**config.mk**
```make
export PLATFORM = sky130hd
export DESIGN_NAME = binary_max_heap_priority_queue
export DESIGN_NICKNAME = d
export VERILOG_FILES = /design/src/rtl/core/hmpq_pkg.sv /design/src/rtl/core/binary_max_heap_priority_queue.sv
export SDC_FILE = /design/constraint.sdc
export NUM_CORES = 2
export LEC_CHECK = 0
export BUFFER_PORTS_ARGS = -buffer_cell sky130_fd_sc_hd__buf_4
export CAP_MARGIN = 20
export CORE_ASPECT_RATIO = 0.7
export CORE_MARGIN = 2
export CORE_UTILIZATION = 39
export DETAILED_ROUTE_END_ITERATION = 6
export SLEW_MARGIN = 10
export SYNTH_ARGS = -nofsm -noshare
export SYNTH_HDL_FRONTEND = slang
export SYNTH_SLANG_ARGS = --single-unit
```
**constraint.sdc**
```tcl
create_clock -name i_clk -period 6.8 [get_ports i_clk]
set_input_delay 0 -clock i_clk [delete_from_list [all_inputs] [get_ports i_clk]]
set_output_delay 0 -clock i_clk [all_outputs]
set_load 0.01 [all_outputs]
```
**src/rtl/core/hmpq_pkg.sv**
```systemverilog
`timescale 1ns / 1ps
`default_nettype none
// ----------------------------------------------------------------------------
// Max-heap priority queue package
// Sizes, storage types, operation and status codes shared by the queue RTL.
// ----------------------------------------------------------------------------
package hmpq_pkg;

    localparam int HEAP_CAPACITY = 64;
    localparam int VALUE_WIDTH   = 32;

    // Fixed port widths
    localparam int KEY_W    = 32;
    localparam int STATUS_W = 2;
    localparam int TOTAL_W  = 7;

    // Count and heap position (1-based) need to hold the capacity itself
    localparam int CNT_W  = $clog2(HEAP_CAPACITY + 1);
    localparam int ADDR_W = $clog2(HEAP_CAPACITY);

    typedef logic signed [VALUE_WIDTH-1:0] t_val;
    typedef logic [CNT_W-1:0]              t_pos;
    typedef logic [CNT_W:0]                t_child;
    typedef logic [ADDR_W-1:0]             t_addr;

    localparam logic MODE_INSERT = 1'b0;
    localparam logic MODE_REMOVE = 1'b1;

    localparam logic [STATUS_W-1:0] STATUS_OK    = 2'd0;
    localparam logic [STATUS_W-1:0] STATUS_FULL  = 2'd1;
    localparam logic [STATUS_W-1:0] STATUS_EMPTY = 2'd2;

    localparam t_pos POS_ROOT = t_pos'(1);
    localparam t_pos POS_CAP  = t_pos'(HEAP_CAPACITY);

    // Heap position 1..CAPACITY lives at store address 0..CAPACITY-1
    function automatic t_addr pos_to_addr(input t_pos p);
        t_pos d;
        d = p - POS_ROOT;
        return d[ADDR_W-1:0];
    endfunction

endpackage
`default_nettype wire

```
**src/rtl/core/binary_max_heap_priority_queue.sv**
```systemverilog
`timescale 1ns / 1ps
`default_nettype none
// ----------------------------------------------------------------------------
// Binary max-heap priority queue
// Inserts signed values or removes the maximum, one result beat per item.
// ----------------------------------------------------------------------------
// The queue works on one item at a time and stalls its input while busy. An
// insert walks up the heap level by level (read the parent, then compare and
// write), a removal walks down level by level (read left child, read right
// child if it exists, compare and write); both are set by the single
// registered read port of the heap store. The root is kept in a register, so
// the removed value and the new top need no extra read. The result sits in an
// output register, so a new item may be taken while the previous result still
// waits to be collected.
// ----------------------------------------------------------------------------
module binary_max_heap_priority_queue (
    input  wire logic                                 i_clk,
    input  wire logic                                 i_rst_n,
    input  wire logic                                 i_in_valid,
    output logic                                      o_in_stall,
    input  wire logic                                 i_mode,
    input  wire logic signed [hmpq_pkg::KEY_W-1:0]    i_key_value,
    output logic                                      o_out_valid,
    input  wire logic                                 i_out_stall,
    output logic        [hmpq_pkg::STATUS_W-1:0]      o_status,
    output logic signed [hmpq_pkg::KEY_W-1:0]         o_removed_value,
    output logic signed [hmpq_pkg::KEY_W-1:0]         o_top_value,
    output logic        [hmpq_pkg::TOTAL_W-1:0]       o_entry_total
);
    import hmpq_pkg::*;

    typedef enum logic [7:0] {
        S_IDLE    = 8'b0000_0001,
        S_UP_RD   = 8'b0000_0010,
        S_UP_CMP  = 8'b0000_0100,
        S_DN_LAST = 8'b0000_1000,
        S_DN_RD   = 8'b0001_0000,
        S_DN_LC   = 8'b0010_0000,
        S_DN_RC   = 8'b0100_0000,
        S_FIN     = 8'b1000_0000
    } t_state;

    t_val r_mem [HEAP_CAPACITY];
    t_val r_rd_data;

    t_state               r_state,   n_state;
    t_pos                 r_count,   n_count;
    t_pos                 r_pos,     n_pos;
    t_val                 r_val,     n_val;
    t_val                 r_bestval, n_bestval;
    logic                 r_best_l,  n_best_l;
    t_val                 r_top;
    logic [STATUS_W-1:0]  r_status,  n_status;
    t_val                 r_removed, n_removed;

    logic  rd_en;
    t_addr rd_addr;
    logic  wr_en;
    t_pos  wr_pos;
    t_val  wr_data;

    logic   in_accept;
    logic   out_free;
    t_child lc;
    t_child rc;
    t_child cnt_ext;
    logic   rc_live;

    assign in_accept = i_in_valid && !o_in_stall;
    assign out_free  = !o_out_valid || !i_out_stall;
    assign lc        = {r_pos, 1'b0};
    assign rc        = {r_pos, 1'b1};
    assign cnt_ext   = {1'b0, r_count};
    assign rc_live   = (rc <= cnt_ext);

    always_comb begin
        o_in_stall = (r_state != S_IDLE);
    end

    always_comb begin
        n_state   = r_state;
        n_count   = r_count;
        n_pos     = r_pos;
        n_val     = r_val;
        n_bestval = r_bestval;
        n_best_l  = r_best_l;
        n_status  = r_status;
        n_removed = r_removed;
        rd_en     = 1'b0;
        rd_addr   = pos_to_addr(r_count);
        wr_en     = 1'b0;
        wr_pos    = r_pos;
        wr_data   = r_val;

        case (r_state)
            S_IDLE: begin
                if (in_accept) begin
                    n_removed = '0;
                    n_status  = STATUS_OK;
                    if (i_mode == MODE_INSERT) begin
                        if (r_count >= POS_CAP) begin
                            n_status = STATUS_FULL;
                            n_state  = S_FIN;
                        end else begin
                            n_count = r_count + POS_ROOT;
                            n_pos   = r_count + POS_ROOT;
                            n_val   = VALUE_WIDTH'(i_key_value);
                            n_state = S_UP_RD;
                        end
                    end else begin
                        if (r_count == '0) begin
                            n_status = STATUS_EMPTY;
                            n_state  = S_FIN;
                        end else begin
                            // root is held in r_top; fetch the last entry
                            n_removed = r_top;
                            rd_en     = 1'b1;
                            rd_addr   = pos_to_addr(r_count);
                            n_count   = r_count - POS_ROOT;
                            n_state   = S_DN_LAST;
                        end
                    end
                end
            end
            S_UP_RD: begin
                if (r_pos == POS_ROOT) begin
                    wr_en   = 1'b1;
                    n_state = S_FIN;
                end else begin
                    rd_en   = 1'b1;
                    rd_addr = pos_to_addr(r_pos >> 1);
                    n_state = S_UP_CMP;
                end
            end
            S_UP_CMP: begin
                wr_en = 1'b1;
                if (r_val > r_rd_data) begin
                    // move the parent down into the hole and climb
                    wr_data = r_rd_data;
                    n_pos   = r_pos >> 1;
                    n_state = S_UP_RD;
                end else begin
                    n_state = S_FIN;
                end
            end
            S_DN_LAST: begin
                n_val = r_rd_data;
                n_pos = POS_ROOT;
                if (r_count == '0) begin
                    n_state = S_FIN;
                end else begin
                    n_state = S_DN_RD;
                end
            end
            S_DN_RD: begin
                if (lc > cnt_ext) begin
                    wr_en   = 1'b1;
                    n_state = S_FIN;
                end else begin
                    rd_en   = 1'b1;
                    rd_addr = pos_to_addr(lc[CNT_W-1:0]);
                    n_state = S_DN_LC;
                end
            end
            S_DN_LC: begin
                if (rc_live) begin
                    if (r_val < r_rd_data) begin
                        n_best_l  = 1'b1;
                        n_bestval = r_rd_data;
                    end else begin
                        n_best_l  = 1'b0;
                        n_bestval = r_val;
                    end
                    rd_en   = 1'b1;
                    rd_addr = pos_to_addr(rc[CNT_W-1:0]);
                    n_state = S_DN_RC;
                end else begin
                    wr_en = 1'b1;
                    if (r_val < r_rd_data) begin
                        wr_data = r_rd_data;
                        n_pos   = lc[CNT_W-1:0];
                        n_state = S_DN_RD;
                    end else begin
                        n_state = S_FIN;
                    end
                end
            end
            S_DN_RC: begin
                wr_en = 1'b1;
                if (r_bestval < r_rd_data) begin
                    wr_data = r_rd_data;
                    n_pos   = rc[CNT_W-1:0];
                    n_state = S_DN_RD;
                end else if (r_best_l) begin
                    wr_data = r_bestval;
                    n_pos   = lc[CNT_W-1:0];
                    n_state = S_DN_RD;
                end else begin
                    n_state = S_FIN;
                end
            end
            S_FIN: begin
                if (out_free) begin
                    n_state = S_IDLE;
                end
            end
            default: begin
                n_state = S_IDLE;
            end
        endcase
    end

    // Heap store: one write port, one registered read port
    always_ff @(posedge i_clk) begin
        if (wr_en) begin
            r_mem[pos_to_addr(wr_pos)] <= wr_data;
        end
        if (rd_en) begin
            r_rd_data <= r_mem[rd_addr];
        end
    end

    always_ff @(posedge i_clk) begin
        if (!i_rst_n) begin
            r_state     <= S_IDLE;
            r_count     <= '0;
            o_out_valid <= 1'b0;
        end else begin
            r_state <= n_state;
            r_count <= n_count;
            if (r_state == S_FIN && out_free) begin
                o_out_valid <= 1'b1;
            end else if (!i_out_stall) begin
                o_out_valid <= 1'b0;
            end
        end
    end

    always_ff @(posedge i_clk) begin
        r_pos     <= n_pos;
        r_val     <= n_val;
        r_bestval <= n_bestval;
        r_best_l  <= n_best_l;
        r_status  <= n_status;
        r_removed <= n_removed;
        // mirror every write to the root
        if (wr_en && wr_pos == POS_ROOT) begin
            r_top <= wr_data;
        end
        // load the result beat
        if (r_state == S_FIN && out_free) begin
            o_status        <= r_status;
            o_removed_value <= KEY_W'(r_removed);
            o_top_value     <= (r_count == '0) ? '0 : KEY_W'(r_top);
            o_entry_total   <= TOTAL_W'(r_count);
        end
    end

endmodule
`default_nettype wire
```
==> flow_summary.yaml <==
critical_path:
  critPathSlowestCell: "sky130_fd_sc_hd__nor3_1"
  timing.critical_path.from: "r_count[4]$_SDFFE_PN0P_"
  critical-path-max-stage-delay_ps: 710
  critPathBufInv: 4
  critical_path.cell_chain: "clkinv_1, ha_1, and4b_1, nand3_1, o211ai_1, and4_1, o2111ai_4, nand2_2, buf_4, buf_4, a21oi_1, nor3_1, buf_4, a22oi_1, o311ai_1"
  critical_path.endpoint_type: "flip-flop"
  cpMostUsedCell: "sky130_fd_sc_hd__buf_4"
  timing_worst_setup_path_type: "flip-flop to flip-flop"
  critical_path_required_ps: 7490
  crit_path_max_fanout: 21
  reg2reg_from: "r_count[4]$_SDFFE_PN0P_"
  timing.critical_path.arrival_ps: 6360
  critPathLaunchType: "flip-flop"
  path_delay_family: "simple AND/OR/NAND/NOR gates"
logic_synthesis:
  muxShareOfSynthArea: 0.0151
  post_synth_inst_count: 6848
  synth.most_common_cell: "sky130_fd_sc_hd__edfxtp_1"
  synthesis.yosys.warnings: 0
  netlist_area_um2: 93400
  netlist.area_leader.share: 0.736
  synth_adder_area_share: 0.0102
  synthTopCellsByArea: "sky130_fd_sc_hd__edfxtp_1 (74%), sky130_fd_sc_hd__nand2_1 (5.0%), sky130_fd_sc_hd__nand3_1 (3.5%)"
  postSynthNetCount: 6961
  ys_seq_elements: 2307
  seq_area_frac_synth: 0.740
  synth_flop_cell: "sky130_fd_sc_hd__edfxtp_1"
  async_reset_ff_frac: 0
  synth-simple-area-share: 0.128
  synth-edff-count: 2291
  synth_compound_area_frac: 0.0797
  yosys.area.top_type: "sky130_fd_sc_hd__edfxtp_1"
  dominant_combinational_cell_family_by_area_after_synthesis: "simple AND/OR/NAND/NOR gates"
  yosys.cell_types.count: 69
  synth_common_cells: "sky130_fd_sc_hd__edfxtp_1 (2291), sky130_fd_sc_hd__nand2_1 (1241), sky130_fd_sc_hd__nand3_1 (645)"
  syn_avg_cell_area_um2: 13.6
  yosys.area_share.xor_xnor: 0.00216
route:
  dr.first_iter.drc_count: 9906
  detail_route.wirelength.met1_mm: 125
  highest_layer: "met5"
  drt_drc_violations_left: 1
  detailroute.wirelength.met2_mm: 120
  viasPerCell: 5.89
  detail_route.wirelength_mm: 290
  drt-pass1-iter-count: 7
  met3RoutedLength_mm: 38.5
  drtAntennaViolNets: 0
  wire_per_inst_um: 28.0
  num_vias: 61055
timing:
  setup_repair_after_global_routing_missed_its_margin: "false"
  fin_hold_ws_ps: 61.3
  worstMarginPinSlew_ps: 1200
  top_achievable_clock_speed_mhz: 176
  worst_slack_ps: 1130
  post-route-period-util: 0.834
  slew_headroom: 0.193
  hold_viol: 0
  timing.final.max_slew_violations: 0
  finalClockSkew_ps: 83.9
  finalWorstPathRequiredPeriod_ps: 5670
  summed_negative_setup_slack_over_all_endpoints_ps: 0
  setup_violating_endpoint_count_in_the_final_report: 0
floorplan:
  width_of_the_die_um: 589
  initial_core_util: 0.392
  die-area_um2: 244000
  ios: 112
  placementRows: 150
  core_area_um2: 239000
  die_h_um: 414
placement:
  dp.cells: 9909
  post_place_setup_slack_ps: 1340
  dp_hpwl_mm: 170
  io_buffer_count: 111
  gp_congestion: 0.901
clocking:
  cts-buffers-inserted: 211
  h_tree_lvls: 4
  cts_root_buffer: "sky130_fd_sc_hd__clkbuf_16"
  cts.sink_count: 2307
  cts-resized-gates: 0
  post-cts-setup-buffer-count: 0
  cts.hold.buffers_added: 73
  maximum_clock_path_buffer_count: 4
  clkSlewWorstSetupHoldPaths_ps: 70
  clk_latency_ps: 900
  tritoncts_clock_tree: "yes"
job:
  max_cap_violations: 0
run_status:
  violations: "DRC"
  run_status: "complete, but fails checks"
final_layout:
  drive_gt1_frac: 0.108
  finish.cell_count_without_fillers: 10361
  synthToLayoutAreaGrowth_pct: 13.5
  num-nets-final: 7119
pwr:
  p_per_cell_area_nw_per_um2: 518
  irDropWorstVdd_uv: 588
  static-leakage-power_nw: 35.8
  fin_total_pwr_w: 0.0550
worst_hold_path:
  hp-class: "input port to flip-flop"
  hold_start: "i_out_stall"
global_routing:
  overflow: 0
  grt_pass1_vias: 55738
  antenna_found_initial: 26
  grt_max_degree: 135
  wire_length_of_the_first_global_routing_pass_mm: 410
  grt_util_all_layers: 0.232
## stage by stage
stage	instance area [µm²]	util
after detailed placement	98900	0.415
after global placement	98900	0.415
after CTS	106000	0.444
after floorplan	93400	-
after global routing	106000	0.445
final	106000	0.445
## registers in the layout, summed over array words and instances, names as in the netlist
| name | flops |
|---|---|
| r_mem | 2048 |
| o_removed_value | 32 |
| o_top_value | 32 |
| r_bestval | 32 |
| r_rd_data | 32 |
| r_removed | 32 |
| r_top | 32 |
| r_val | 32 |
| r_state | 8 |
| o_entry_total | 7 |
| r_count | 7 |
| r_pos | 7 |
| o_status | 2 |
| r_status | 2 |
| o_out_valid | 1 |
| r_best_l | 1 |
## layer usage
layer | vias to the layer above | GRT usage
met5 | - | 0
met4 | 4 | 0.0521
met2 | 3450 | 0.324
li1 | 26263 | -
met1 | 30952 | 0.352
met3 | 386 | 0.0698
## area by class of cell
type	instances	area, µm²
Multi-Input combinational cell	4018	22700
Clock inverter	103	752
Clock buffer	270	5630
Antenna cell	3	7.51
Sequential cell	2307	69100
Fill cell	21104	132000
Tap cell	3192	3990
Timing Repair Buffer	419	3760
Inverter	49	184
## placed cells by master (no fill, tap or decap), types with 19 or more instances in the layout
cell type / count
sky130_fd_sc_hd__mux2_1: 20
sky130_fd_sc_hd__nor2_4: 64
sky130_fd_sc_hd__nor3_1: 79
sky130_fd_sc_hd__and3_1: 202
sky130_fd_sc_hd__clkbuf_1: 52
sky130_fd_sc_hd__buf_12: 31
sky130_fd_sc_hd__nand3_1: 644
sky130_fd_sc_hd__a21oi_1: 264
sky130_fd_sc_hd__o22ai_1: 32
sky130_fd_sc_hd__o21ai_0: 91
sky130_fd_sc_hd__or3_1: 98
sky130_fd_sc_hd__nand2_1: 1236
sky130_fd_sc_hd__clkinv_2: 33
sky130_fd_sc_hd__o311ai_1: 32
sky130_fd_sc_hd__inv_1: 48
sky130_fd_sc_hd__a211oi_1: 32
sky130_fd_sc_hd__mux2i_1: 100
sky130_fd_sc_hd__edfxtp_1: 2291
sky130_fd_sc_hd__o211ai_1: 101
sky130_fd_sc_hd__ha_1: 76
sky130_fd_sc_hd__o21ai_1: 33
sky130_fd_sc_hd__buf_4: 313
sky130_fd_sc_hd__a21o_1: 29
sky130_fd_sc_hd__and2_1: 47
sky130_fd_sc_hd__a311oi_1: 30
sky130_fd_sc_hd__clkbuf_16: 216
sky130_fd_sc_hd__clkinv_1: 51
sky130_fd_sc_hd__a22oi_1: 38
sky130_fd_sc_hd__a221o_2: 19
sky130_fd_sc_hd__a2111oi_0: 20
sky130_fd_sc_hd__nor2_1: 215
sky130_fd_sc_hd__dlygate4sd3_1: 73
sky130_fd_sc_hd__a31oi_1: 323
## cell families (layout without fill, tap and decap cells)
logic type / after synthesis / in the layout
other: 0 / 3
muxes: 136 / 136
DFF: 2307 / 2307
and+or+nand+nor: 2651 / 2651
adders and majority gates: 76 / 76
AOI/OAI and AO/OA: 1132 / 1132
xor gates and xnor gates: 23 / 23
buffers and inverters: 523 / 841
## worst register-to-register path, cell delays in order, from the launching register on
cell,delay (ps)
sky130_fd_sc_hd__dfxtp_1,420
sky130_fd_sc_hd__clkinv_1,250
sky130_fd_sc_hd__ha_1,370
sky130_fd_sc_hd__and4b_1,300
sky130_fd_sc_hd__nand3_1,250
sky130_fd_sc_hd__o211ai_1,210
sky130_fd_sc_hd__and4_1,490
sky130_fd_sc_hd__o2111ai_4,470
sky130_fd_sc_hd__nand2_2,700
sky130_fd_sc_hd__buf_4,490
sky130_fd_sc_hd__buf_4,280
sky130_fd_sc_hd__a21oi_1,60
sky130_fd_sc_hd__nor3_1,710
sky130_fd_sc_hd__buf_4,240
sky130_fd_sc_hd__a22oi_1,80
sky130_fd_sc_hd__o311ai_1,150
## worst paths after layout
kind | endpoint | slack [ps] | cells past startpoint
worst min-delay path | o_out_valid$_SDFFE_PN0P_ | 60 | 4
worst max register to register | r_rd_data[30]$_DFFE_PP_ | 1130 | 15
worst max-delay path | r_rd_data[30]$_DFFE_PP_ | 1130 | 15
worst min register to register | o_removed_value[1]$_DFFE_PP_ | 420 | 0
## where the power goes
group	switching [W]	internal, W	total, W
Clock	0.00525	0.00620	0.0114
Sequential	0.000453	0.0185	0.0189
Combinational	0.0185	0.00604	0.0246
Note: power is estimated with default switching activity, not from simulation.
